==> src/hw/rtl/rwnh_pkg.sv <==
// Shared types and constants for the ray/wall nearest-hit block.
// No dependencies; used by rwnh_div and ray_wall_nearest_hit.
`default_nettype none

package rwnh_pkg;

  localparam int unsigned CoordW   = 16;  // Q12.4 coordinate width
  localparam int unsigned DiffW    = 17;  // coordinate difference
  localparam int unsigned MulW     = 18;  // shared multiplier operand width
  localparam int unsigned ProdW    = 36;  // shared multiplier product width
  localparam int unsigned AccW     = 36;  // den, sn, tn cross products
  localparam int unsigned TW       = 33;  // saturated ray distance t
  localparam int unsigned RemW     = 35;  // divider partial remainder
  localparam int unsigned PtW      = 52;  // t * dir accumulator
  localparam int unsigned DirFrac  = 14;  // fraction bits of the direction
  localparam int unsigned StepW    = 3;
  localparam int unsigned EdgeProds  = 6;
  localparam int unsigned PointProds = 4;
  // t overflows TW bits when tn >= den * 2^(TW - DirFrac)
  localparam int unsigned OvfShift = TW - DirFrac;

  typedef enum logic [2:0] {
    ST_IDLE,
    ST_EDGE,
    ST_NORM,
    ST_TEST,
    ST_DIV,
    ST_POINT,
    ST_FIN
  } state_e;

  typedef enum logic [1:0] {
    REG_ORIGIN_X,
    REG_ORIGIN_Y,
    REG_DIR_X,
    REG_DIR_Y
  } cfg_reg_e;

  // Request to the serial divider
  typedef struct packed {
    logic                start;
    logic [RemW-1:0]     rem_init;
    logic [TW-1:0]       num_lo;
    logic [RemW-1:0]     den;
  } div_req_t;

endpackage

`default_nettype wire

==> src/hw/rtl/rwnh_div.sv <==
// Restoring divider, one quotient bit per cycle, for the ray distance.
// Depends on rwnh_pkg.
`default_nettype none

module rwnh_div (
  input  wire logic                   clk_i,
  input  wire logic                   rst_ni,
  input  wire rwnh_pkg::div_req_t     req_i,
  output logic                        done_o,
  output logic [rwnh_pkg::TW-1:0]     quot_o
);

  localparam int unsigned CntW = $clog2(rwnh_pkg::TW + 1);

  logic [rwnh_pkg::RemW-1:0] rem_q, rem_d, trial;
  logic [rwnh_pkg::TW-1:0]   quo_q, quo_d;
  logic [CntW-1:0]           cnt_q, cnt_d;
  logic                      busy_q, busy_d;
  logic                      done_q, done_d;
  logic                      ge;

  // Shift the next dividend bit in, subtract when it fits
  assign trial = {rem_q[rwnh_pkg::RemW-2:0], quo_q[rwnh_pkg::TW-1]};
  assign ge    = (trial >= req_i.den);

  always_comb begin
    rem_d  = rem_q;
    quo_d  = quo_q;
    cnt_d  = cnt_q;
    busy_d = busy_q;
    done_d = 1'b0;
    if (req_i.start) begin
      rem_d  = req_i.rem_init;
      quo_d  = req_i.num_lo;
      cnt_d  = '0;
      busy_d = 1'b1;
    end else if (busy_q) begin
      rem_d = ge ? (trial - req_i.den) : trial;
      quo_d = {quo_q[rwnh_pkg::TW-2:0], ge};
      cnt_d = cnt_q + CntW'(1);
      if (cnt_q == CntW'(rwnh_pkg::TW - 1)) begin
        busy_d = 1'b0;
        done_d = 1'b1;
      end
    end
  end

  always_ff @(posedge clk_i or negedge rst_ni) begin
    if (!rst_ni) begin
      cnt_q  <= '0;
      busy_q <= 1'b0;
      done_q <= 1'b0;
    end else begin
      cnt_q  <= cnt_d;
      busy_q <= busy_d;
      done_q <= done_d;
    end
  end

  always_ff @(posedge clk_i) begin
    rem_q <= rem_d;
    quo_q <= quo_d;
  end

  assign done_o = done_q;
  assign quot_o = quo_q;

endmodule

`default_nettype wire

==> src/hw/rtl/ray_wall_nearest_hit.sv <==
// Top level of the ray/wall nearest-hit block: sequencer, shared multiplier,
// result register. Depends on rwnh_pkg and rwnh_div.
//
//   channel   dir  tdata (low bit up)                        tuser       tlast
//   s_axis    in   wall_start_x, wall_start_y, wall_end_x,   first_wall  last_wall
//                  wall_end_y
//   m_axis    out  hit_x, hit_y, hit_distance                hit_valid   cast_done
//   cfg       in   write port: index 0..3 = origin_x, origin_y, dir_x, dir_y
//
// A wall that misses skips the divide and the point products; a hit whose distance
// overflows skips only the divide. The pace is set by the 33-step serial divider
// and the one 18x18 multiplier that serves all six cross products and four point
// products in turn. s_axis_tready is high only between items. The result register
// lets the next wall transfer in while a result waits; a full register stalls the
// finish step while m_axis_tready is low. Reset sets origin 0, direction (1.0, 0)
// and clears the nearest hit.
`default_nettype none

module ray_wall_nearest_hit (
  input  wire logic        clk_i,
  input  wire logic        rst_ni,
  input  wire logic        s_axis_tvalid,
  output logic             s_axis_tready,
  // wall_start_x, wall_start_y, wall_end_x, wall_end_y
  input  wire logic [63:0] s_axis_tdata,
  // first_wall
  input  wire logic        s_axis_tuser,
  input  wire logic        s_axis_tlast,
  output logic             m_axis_tvalid,
  input  wire logic        m_axis_tready,
  // hit_x, hit_y, hit_distance
  output logic [47:0]      m_axis_tdata,
  // hit_valid
  output logic             m_axis_tuser,
  output logic             m_axis_tlast,
  input  wire logic        cfg_we_i,
  input  wire logic [1:0]  cfg_addr_i,
  input  wire logic [15:0] cfg_data_i
);

  localparam int unsigned SumW = 38;

  rwnh_pkg::state_e state_q, state_d;

  // Configuration
  logic signed [15:0] origin_x_q, origin_y_q, dir_x_q, dir_y_q;

  // Per-item working registers
  logic signed [rwnh_pkg::DiffW-1:0] wx_q, wy_q, ex_q, ey_q;
  logic                              last_q;
  logic signed [rwnh_pkg::AccW-1:0]  den_q, sn_q, tn_q;
  logic signed [rwnh_pkg::PtW-1:0]   px_q, py_q;
  logic [rwnh_pkg::TW-1:0]           t_q;
  logic                              hit_q;
  logic [rwnh_pkg::StepW-1:0]        step_q, step_d;

  // Shared multiplier and its product register
  logic signed [rwnh_pkg::MulW-1:0]  mul_a, mul_b;
  logic signed [rwnh_pkg::ProdW-1:0] prod_c, prod_q;
  logic                              prod_vld_q, prod_pt_q;
  logic [rwnh_pkg::StepW-1:0]        prod_idx_q;

  // Nearest-hit state
  logic        have_hit_q;
  logic [15:0] best_dist_q, best_x_q, best_y_q;

  // Result register
  logic        out_valid_q;
  logic [47:0] out_data_q;
  logic        out_user_q, out_last_q;

  // Sequencer controls
  logic in_xfer, issue, div_start, fin_go, cand, ovf;
  rwnh_pkg::div_req_t                div_req;
  logic                              div_done;
  logic [rwnh_pkg::TW-1:0]           div_quot;

  // Finish-step values
  logic [15:0] dist_c, ptx_c, pty_c;
  logic        take_c;
  logic        have_d;
  logic [15:0] best_dist_d, best_x_d, best_y_d;
  logic signed [rwnh_pkg::PtW-1:0] px_sh, py_sh;
  logic signed [SumW-1:0]          sum_x, sum_y;

  function automatic logic signed [rwnh_pkg::DiffW-1:0] sub17(
    input logic [15:0] a,
    input logic [15:0] b
  );
    return {a[15], a} - {b[15], b};
  endfunction

  function automatic logic [15:0] clamp16(input logic signed [SumW-1:0] v);
    logic [15:0] r;
    if (v > SumW'(32767)) begin
      r = 16'h7fff;
    end else if (v < -SumW'(32768)) begin
      r = 16'h8000;
    end else begin
      r = v[15:0];
    end
    return r;
  endfunction

  // ---------------------------------------------------------------------------
  // Next state
  // ---------------------------------------------------------------------------
  always_comb begin
    state_d = state_q;
    unique case (state_q)
      rwnh_pkg::ST_IDLE:  if (in_xfer) state_d = rwnh_pkg::ST_EDGE;
      rwnh_pkg::ST_EDGE:  begin
        if (step_q == rwnh_pkg::StepW'(rwnh_pkg::EdgeProds)) state_d = rwnh_pkg::ST_NORM;
      end
      rwnh_pkg::ST_NORM:  state_d = rwnh_pkg::ST_TEST;
      rwnh_pkg::ST_TEST:  begin
        if (!cand)     state_d = rwnh_pkg::ST_FIN;
        else if (ovf)  state_d = rwnh_pkg::ST_POINT;
        else           state_d = rwnh_pkg::ST_DIV;
      end
      rwnh_pkg::ST_DIV:   if (div_done) state_d = rwnh_pkg::ST_POINT;
      rwnh_pkg::ST_POINT: begin
        if (step_q == rwnh_pkg::StepW'(rwnh_pkg::PointProds)) state_d = rwnh_pkg::ST_FIN;
      end
      rwnh_pkg::ST_FIN:   if (fin_go) state_d = rwnh_pkg::ST_IDLE;
      default:            state_d = rwnh_pkg::ST_IDLE;
    endcase
  end

  // ---------------------------------------------------------------------------
  // Sequencer outputs
  // ---------------------------------------------------------------------------
  always_comb begin
    s_axis_tready = 1'b0;
    issue         = 1'b0;
    div_start     = 1'b0;
    fin_go        = 1'b0;
    step_d        = '0;
    unique case (state_q)
      rwnh_pkg::ST_IDLE:  s_axis_tready = 1'b1;
      rwnh_pkg::ST_EDGE:  begin
        issue  = (step_q < rwnh_pkg::StepW'(rwnh_pkg::EdgeProds));
        step_d = step_q + rwnh_pkg::StepW'(1);
      end
      rwnh_pkg::ST_TEST:  div_start = cand && !ovf;
      rwnh_pkg::ST_POINT: begin
        issue  = (step_q < rwnh_pkg::StepW'(rwnh_pkg::PointProds));
        step_d = step_q + rwnh_pkg::StepW'(1);
      end
      rwnh_pkg::ST_FIN:   fin_go = !out_valid_q || m_axis_tready;
      default:            ;
    endcase
  end

  assign in_xfer = s_axis_tvalid && s_axis_tready;

  // Hit test on the sign-normalized cross products
  assign cand = (den_q != '0) && !sn_q[rwnh_pkg::AccW-1] && (sn_q <= den_q)
                && !tn_q[rwnh_pkg::AccW-1];
  assign ovf  = (rwnh_pkg::AccW'(tn_q[rwnh_pkg::AccW-1:rwnh_pkg::OvfShift]) >= den_q);

  // ---------------------------------------------------------------------------
  // Shared multiplier operand select
  // ---------------------------------------------------------------------------
  always_comb begin
    mul_a = '0;
    mul_b = '0;
    if (state_q == rwnh_pkg::ST_POINT) begin
      // t split into a 17-bit low part and a 16-bit high part
      mul_a = step_q[0] ? {2'b00, t_q[rwnh_pkg::TW-1:17]} : {1'b0, t_q[16:0]};
      mul_b = step_q[1] ? {{2{dir_y_q[15]}}, dir_y_q} : {{2{dir_x_q[15]}}, dir_x_q};
    end else begin
      case (step_q)
        3'd0: begin mul_a = {{2{dir_x_q[15]}}, dir_x_q}; mul_b = {ey_q[16], ey_q}; end
        3'd1: begin mul_a = {{2{dir_y_q[15]}}, dir_y_q}; mul_b = {ex_q[16], ex_q}; end
        3'd2: begin mul_a = {wx_q[16], wx_q}; mul_b = {{2{dir_y_q[15]}}, dir_y_q}; end
        3'd3: begin mul_a = {wy_q[16], wy_q}; mul_b = {{2{dir_x_q[15]}}, dir_x_q}; end
        3'd4: begin mul_a = {wx_q[16], wx_q}; mul_b = {ey_q[16], ey_q}; end
        3'd5: begin mul_a = {wy_q[16], wy_q}; mul_b = {ex_q[16], ex_q}; end
        default: ;
      endcase
    end
  end

  assign prod_c = mul_a * mul_b;

  // ---------------------------------------------------------------------------
  // Divider
  // ---------------------------------------------------------------------------
  always_comb begin
    div_req.start    = div_start;
    div_req.rem_init = rwnh_pkg::RemW'(tn_q[rwnh_pkg::AccW-1:rwnh_pkg::OvfShift]);
    div_req.num_lo   = {tn_q[rwnh_pkg::OvfShift-1:0], rwnh_pkg::DirFrac'(0)};
    div_req.den      = den_q[rwnh_pkg::RemW-1:0];
  end

  rwnh_div u_div (
    .clk_i  (clk_i),
    .rst_ni (rst_ni),
    .req_i  (div_req),
    .done_o (div_done),
    .quot_o (div_quot)
  );

  // ---------------------------------------------------------------------------
  // Finish step: hit point, distance, nearest-hit update
  // ---------------------------------------------------------------------------
  always_comb begin
    px_sh  = px_q >>> rwnh_pkg::DirFrac;
    py_sh  = py_q >>> rwnh_pkg::DirFrac;
    sum_x  = px_sh[SumW-1:0] + SumW'(origin_x_q);
    sum_y  = py_sh[SumW-1:0] + SumW'(origin_y_q);
    ptx_c  = clamp16(sum_x);
    pty_c  = clamp16(sum_y);
    dist_c = (t_q[rwnh_pkg::TW-1:16] != '0) ? 16'hffff : t_q[15:0];
    take_c = hit_q && (!have_hit_q || dist_c <= best_dist_q);
    have_d      = have_hit_q;
    best_dist_d = best_dist_q;
    best_x_d    = best_x_q;
    best_y_d    = best_y_q;
    if (take_c) begin
      have_d      = 1'b1;
      best_dist_d = dist_c;
      best_x_d    = ptx_c;
      best_y_d    = pty_c;
    end
  end

  // ---------------------------------------------------------------------------
  // Control registers
  // ---------------------------------------------------------------------------
  always_ff @(posedge clk_i or negedge rst_ni) begin
    if (!rst_ni) begin
      state_q     <= rwnh_pkg::ST_IDLE;
      step_q      <= '0;
      prod_vld_q  <= 1'b0;
      out_valid_q <= 1'b0;
      origin_x_q  <= '0;
      origin_y_q  <= '0;
      dir_x_q     <= 16'sd16384;
      dir_y_q     <= '0;
      have_hit_q  <= 1'b0;
      best_dist_q <= '0;
      best_x_q    <= '0;
      best_y_q    <= '0;
    end else begin
      state_q    <= state_d;
      step_q     <= step_d;
      prod_vld_q <= issue;
      if (cfg_we_i) begin
        unique case (rwnh_pkg::cfg_reg_e'(cfg_addr_i))
          rwnh_pkg::REG_ORIGIN_X: origin_x_q <= cfg_data_i;
          rwnh_pkg::REG_ORIGIN_Y: origin_y_q <= cfg_data_i;
          rwnh_pkg::REG_DIR_X:    dir_x_q    <= cfg_data_i;
          rwnh_pkg::REG_DIR_Y:    dir_y_q    <= cfg_data_i;
          default:                ;
        endcase
      end
      if (in_xfer && s_axis_tuser) begin
        have_hit_q  <= 1'b0;
        best_dist_q <= '0;
        best_x_q    <= '0;
        best_y_q    <= '0;
      end else if (fin_go) begin
        have_hit_q  <= have_d;
        best_dist_q <= best_dist_d;
        best_x_q    <= best_x_d;
        best_y_q    <= best_y_d;
      end
      if (fin_go) begin
        out_valid_q <= 1'b1;
      end else if (m_axis_tready) begin
        out_valid_q <= 1'b0;
      end
    end
  end

  // ---------------------------------------------------------------------------
  // Datapath registers
  // ---------------------------------------------------------------------------
  always_ff @(posedge clk_i) begin
    if (in_xfer) begin
      wx_q   <= sub17(s_axis_tdata[15:0],  origin_x_q);
      wy_q   <= sub17(s_axis_tdata[31:16], origin_y_q);
      ex_q   <= sub17(s_axis_tdata[47:32], s_axis_tdata[15:0]);
      ey_q   <= sub17(s_axis_tdata[63:48], s_axis_tdata[31:16]);
      last_q <= s_axis_tlast;
    end

    prod_q     <= prod_c;
    prod_pt_q  <= (state_q == rwnh_pkg::ST_POINT);
    prod_idx_q <= step_q;

    // Accumulate the product issued in the previous cycle
    if (prod_vld_q) begin
      if (prod_pt_q) begin
        case (prod_idx_q)
          3'd0:    px_q <= rwnh_pkg::PtW'(prod_q);
          3'd1:    px_q <= px_q + (rwnh_pkg::PtW'(prod_q) <<< 17);
          3'd2:    py_q <= rwnh_pkg::PtW'(prod_q);
          default: py_q <= py_q + (rwnh_pkg::PtW'(prod_q) <<< 17);
        endcase
      end else begin
        case (prod_idx_q)
          3'd0:    den_q <= prod_q;
          3'd1:    den_q <= den_q - prod_q;
          3'd2:    sn_q  <= prod_q;
          3'd3:    sn_q  <= sn_q - prod_q;
          3'd4:    tn_q  <= prod_q;
          default: tn_q  <= tn_q - prod_q;
        endcase
      end
    end else if (state_q == rwnh_pkg::ST_NORM && den_q[rwnh_pkg::AccW-1]) begin
      // Flip all three so the divisor is positive
      den_q <= -den_q;
      sn_q  <= -sn_q;
      tn_q  <= -tn_q;
    end

    if (state_q == rwnh_pkg::ST_TEST) begin
      hit_q <= cand;
      if (ovf) begin
        t_q <= '1;
      end
    end else if (div_done) begin
      t_q <= div_quot;
    end

    if (fin_go) begin
      out_data_q <= {have_d ? best_dist_d : 16'h0000,
                     have_d ? best_y_d : origin_y_q,
                     have_d ? best_x_d : origin_x_q};
      out_user_q <= have_d;
      out_last_q <= last_q;
    end
  end

  assign m_axis_tvalid = out_valid_q;
  assign m_axis_tdata  = out_data_q;
  assign m_axis_tuser  = out_user_q;
  assign m_axis_tlast  = out_last_q;

  // ---------------------------------------------------------------------------
  // Assertions
  // ---------------------------------------------------------------------------
  a_one_item_at_a_time: assert property (@(posedge clk_i) disable iff (!rst_ni)
    (s_axis_tvalid && s_axis_tready) |=> !s_axis_tready)
    else $error("input taken while an item is in flight");

  a_div_done_in_div: assert property (@(posedge clk_i) disable iff (!rst_ni)
    div_done |-> (state_q == rwnh_pkg::ST_DIV))
    else $error("divider finished outside the divide step");

  a_no_hit_zero_dist: assert property (@(posedge clk_i) disable iff (!rst_ni)
    (m_axis_tvalid && !m_axis_tuser) |-> (m_axis_tdata[47:32] == 16'h0000))
    else $error("distance reported without a hit");

  a_result_not_lost: assert property (@(posedge clk_i) disable iff (!rst_ni)
    (m_axis_tvalid && !m_axis_tready) |=> m_axis_tvalid)
    else $error("stalled result dropped");

endmodule

`default_nettype wire
==> config.mk <==
export PLATFORM = sky130hd
export DESIGN_NAME = ray_wall_nearest_hit
export DESIGN_NICKNAME = d
export VERILOG_FILES = /design/src/hw/rtl/rwnh_pkg.sv /design/src/hw/rtl/rwnh_div.sv /design/src/hw/rtl/ray_wall_nearest_hit.sv
export SDC_FILE = /design/constraint.sdc
export NUM_CORES = 2
export LEC_CHECK = 0
export ABC_AREA = 1
export BUFFER_PORTS_ARGS = -buffer_cell sky130_fd_sc_hd__buf_2
export CAP_MARGIN = 20
export CORE_UTILIZATION = 59
export DETAILED_ROUTE_END_ITERATION = 7
export PLACE_DENSITY = 0.79
export SYNTH_ARGS = -nofsm -noshare
export SYNTH_HDL_FRONTEND = slang
export SYNTH_SLANG_ARGS = --single-unit
==> constraint.sdc <==
create_clock -name clk_i -period 7.4 [get_ports clk_i]
set_input_delay 1.48 -clock clk_i [delete_from_list [all_inputs] [get_ports clk_i]]
set_output_delay 1.48 -clock clk_i [all_outputs]
set_load 0.01 [all_outputs]
==> results.json <==
{
  "outcome": "completed",
  "dr.pass1.iters": 6,
  "end_kind": "register",
  "fp.coreArea_mm2": 0.102,
  "clk_path_buf_depth": 3,
  "place_congestion": 1.06,
  "layout-drive-gt1-share": 0.0895,
  "final_common_cell": "nand2_1",
  "min_path_type": "reg -> reg",
  "ant_nets": 0,
  "routed_wirelength_um": 223000,
  "slew_violations": 0,
  "htreeDepth": 3,
  "seq_area_frac_synth": 0.261,
  "dp_slack_ns": -0.334,
  "globalRouteOverflowTotal": 0,
  "post-route-period-util": 0.972,
  "slew_headroom": 0.278,
  "fin_crit_ns": 7.19,
  "grt_pass1_vias": 55100,
  "cp_slowest_cell": "fa_1",
  "cts_tree": "done",
  "cts_hold_buf": 0,
  "dp_hpwl_um": 179000,
  "num_vias": 59000,
  "cts_sinks": 573,
  "avgRoutedWirePerCell_um": 22.4,
  "path_class": "reg -> reg",
  "crit_top_cell": "fa_1",
  "insertion_delay_ns": 0.68,
  "crit_required_ns": 7.95,
  "slowest_delay_ns": 0.59,
  "worst_slack_ns": 0.209,
  "arrival_ns": 7.74,
  "num_rows": 117,
  "syn_nets": 9202,
  "finalNetCount": 9454,
  "final_core_util": 0.660,
  "setup_viol": 0,
  "cts_buffers": 67,
  "final_cell_mix": "nand2_1, inv_1, nor2_1, a21oi_1, o21ai_0",
  "root_buffer": "clkbuf_16",
  "async_reset_ff_frac": 0.225,
  "synth_edf_count": 373,
  "synth-warning-count": 0,
  "fmax_ghz": 0.139,
  "cp-start-kind": "register",
  "die_x_um": 323,
  "place.port_buffers": 140,
  "yosys_register_bits": 573,
  "syn_area_mm2": 0.0607,
  "drv_cap": 0,
  "grt_max_degree": 87,
  "fp.dieArea_mm2": 0.104,
  "start_util": 0.596,
  "hold_viol": 0,
  "grt_pass1_wl_um": 331000,
  "antenna_found_initial": 4,
  "drt_drc_violations_left": 0,
  "fin_worst_skew_ns": 0.0456,
  "syn2layout_area_growth_pct": 10.8,
  "io-pin-count": 141,
  "ys_types": 75,
  "path_clk_slew_ns": 0.07,
  "first_iter_violations": 6142,
  "synth_cells": 8254,
  "finalSetupTns_ns": 0,
  "dieHeight_um": 323,
  "worst-path-max-fanout": 9,
  "viasPerCell": 5.94,
  "rsz0062_at_grt": "yes",
  "avgSynthCellArea_um2": 7.35,
  "grt_util_all_layers": 0.422,
  "synth_ff_type": "edfxtp_1",
  "worst_pin_slew_ns": 1.08
}
-- Yosys cell counts (11+ instances only) --
master	count	area, um2
a211oi_1	13	97.6
a21boi_0	18	135
a21o_1	39	293
a21oi_1	555	2780
a221oi_1	14	123
a22oi_1	13	97.6
a31oi_1	76	475
buf_2	24	120
clkbuf_1	144	541
clkinv_1	15	56.3
dfrtp_1	128	3200
dfxtp_1	71	1420
edfxtp_1	373	11200
fa_1	342	6850
ha_1	517	6470
inv_1	1307	4910
inv_2	19	71.3
nand2_1	2044	7670
nand2_2	32	200
nand3_1	328	1640
nand3b_1	15	113
nand4_1	78	488
nor2_1	745	2800
nor2_2	19	119
nor3_1	72	360
nor4_1	40	250
o2111ai_1	32	280
o211ai_1	54	405
o21a_1	17	128
o21ai_0	544	2720
o21ai_1	15	75.1
o21bai_1	33	248
o221ai_1	13	114
o22ai_1	29	181
o31ai_1	11	82.6
or2_2	77	482
xnor2_1	109	955
xor2_1	204	1790
-- cells by family (layout without fill, tap and decap cells) --
group                      Yosys count  after routing  share of synthesized area
and+or+nand+nor                   3494           3494                      0.240
DFF                                573            573                      0.261
xor gates and xnor gates           314            314                     0.0454
buffers and inverters             1518           1825                     0.0950
AOI/OAI and AO/OA                 1495           1495                      0.139
other                                0              4                          0
adders and majority gates          859            859                      0.219
muxes                                1              1                   0.000165
-- what timing repair did --
action,in CTS,in global routing
setup buffers,1,23
setup endpoints to repair,13,21
resized for setup,7,113
cloned,0,1
pin swaps,2,23
-- metal layers --
| layer | vias to the layer above | global-route usage | wire length (um) |
|---|---|---|---|
| li1 | 27500 | - | - |
| met1 | 27700 | 0.546 | 87400 |
| met2 | 3094 | 0.643 | 95800 |
| met3 | 717 | 0.0895 | 22500 |
| met4 | 8 | 0.265 | 16800 |
| met5 | - | 0.00880 | 152 |
-- critical path: cells and delay by family, from the launching register on --
family	cells	cell delay, ns
adder cells (fa/ha/maj)	8	3.69
AO/OA/AOI/OAI	7	1.10
AND/OR/NAND/NOR	7	0.96
buffers and inverters	7	0.72
flip-flops	1	0.43
XOR/XNOR	1	0.15
-- layout make-up --
| class | instances | area, um2 |
|---|---|---|
| Fill cell | 8968 | 34600 |
| Clock buffer | 84 | 1880 |
| Antenna cell | 4 | 10.0 |
| Multi-Input combinational cell | 6163 | 39500 |
| Sequential cell | 573 | 15900 |
| Inverter | 1341 | 5060 |
| Clock inverter | 40 | 558 |
| Timing Repair inverter | 1 | 7.51 |
| Timing Repair Buffer | 359 | 2670 |
| Tap cell | 1368 | 1710 |
-- worst paths after layout --
path | depth (start not counted) | start | slack [ns] | to
min | 0 | last_q | 0.44 | m_axis_tlast
min reg2reg | 0 | last_q | 0.44 | m_axis_tlast
max in group asynchronous | 2 | rst_ni | 5.14 | prod_vld_q
min in group asynchronous | 1 | rst_ni | 0.88 | best_y_q[14]
max reg2reg | 30 | step_q[0] | 0.21 | prod_q[34]
max | 30 | step_q[0] | 0.21 | prod_q[34]
-- per-stage QoR --
step                      hold slack [ns]  instance area [um2]  std cells
final                               0.443                67300       9933
after global routing                0.457                67300       9929
after CTS                           0.441                66600       9899
after detailed placement            0.433                64100       9774
after global placement              0.402                64100       9774
after floorplan                     0.345                60700       8254
-- state kept, by name, summed over array words and instances, names as in the netlist, 17 cells and up --
| name | flops |
|---|---|
| m_axis_tdata | 48 |
| px_q | 38 |
| py_q | 38 |
| den_q | 36 |
| prod_q | 36 |
| sn_q | 36 |
| tn_q | 36 |
| u_div.rem_q | 34 |
| t_q | 33 |
| u_div.quot_o | 33 |
| ex_q | 17 |
| ey_q | 17 |
| wx_q | 17 |
| wy_q | 17 |
Power is left out: the tool's default activity adds up to more than one toggle a clock period on the data nets, which glitch-free logic cannot reach.
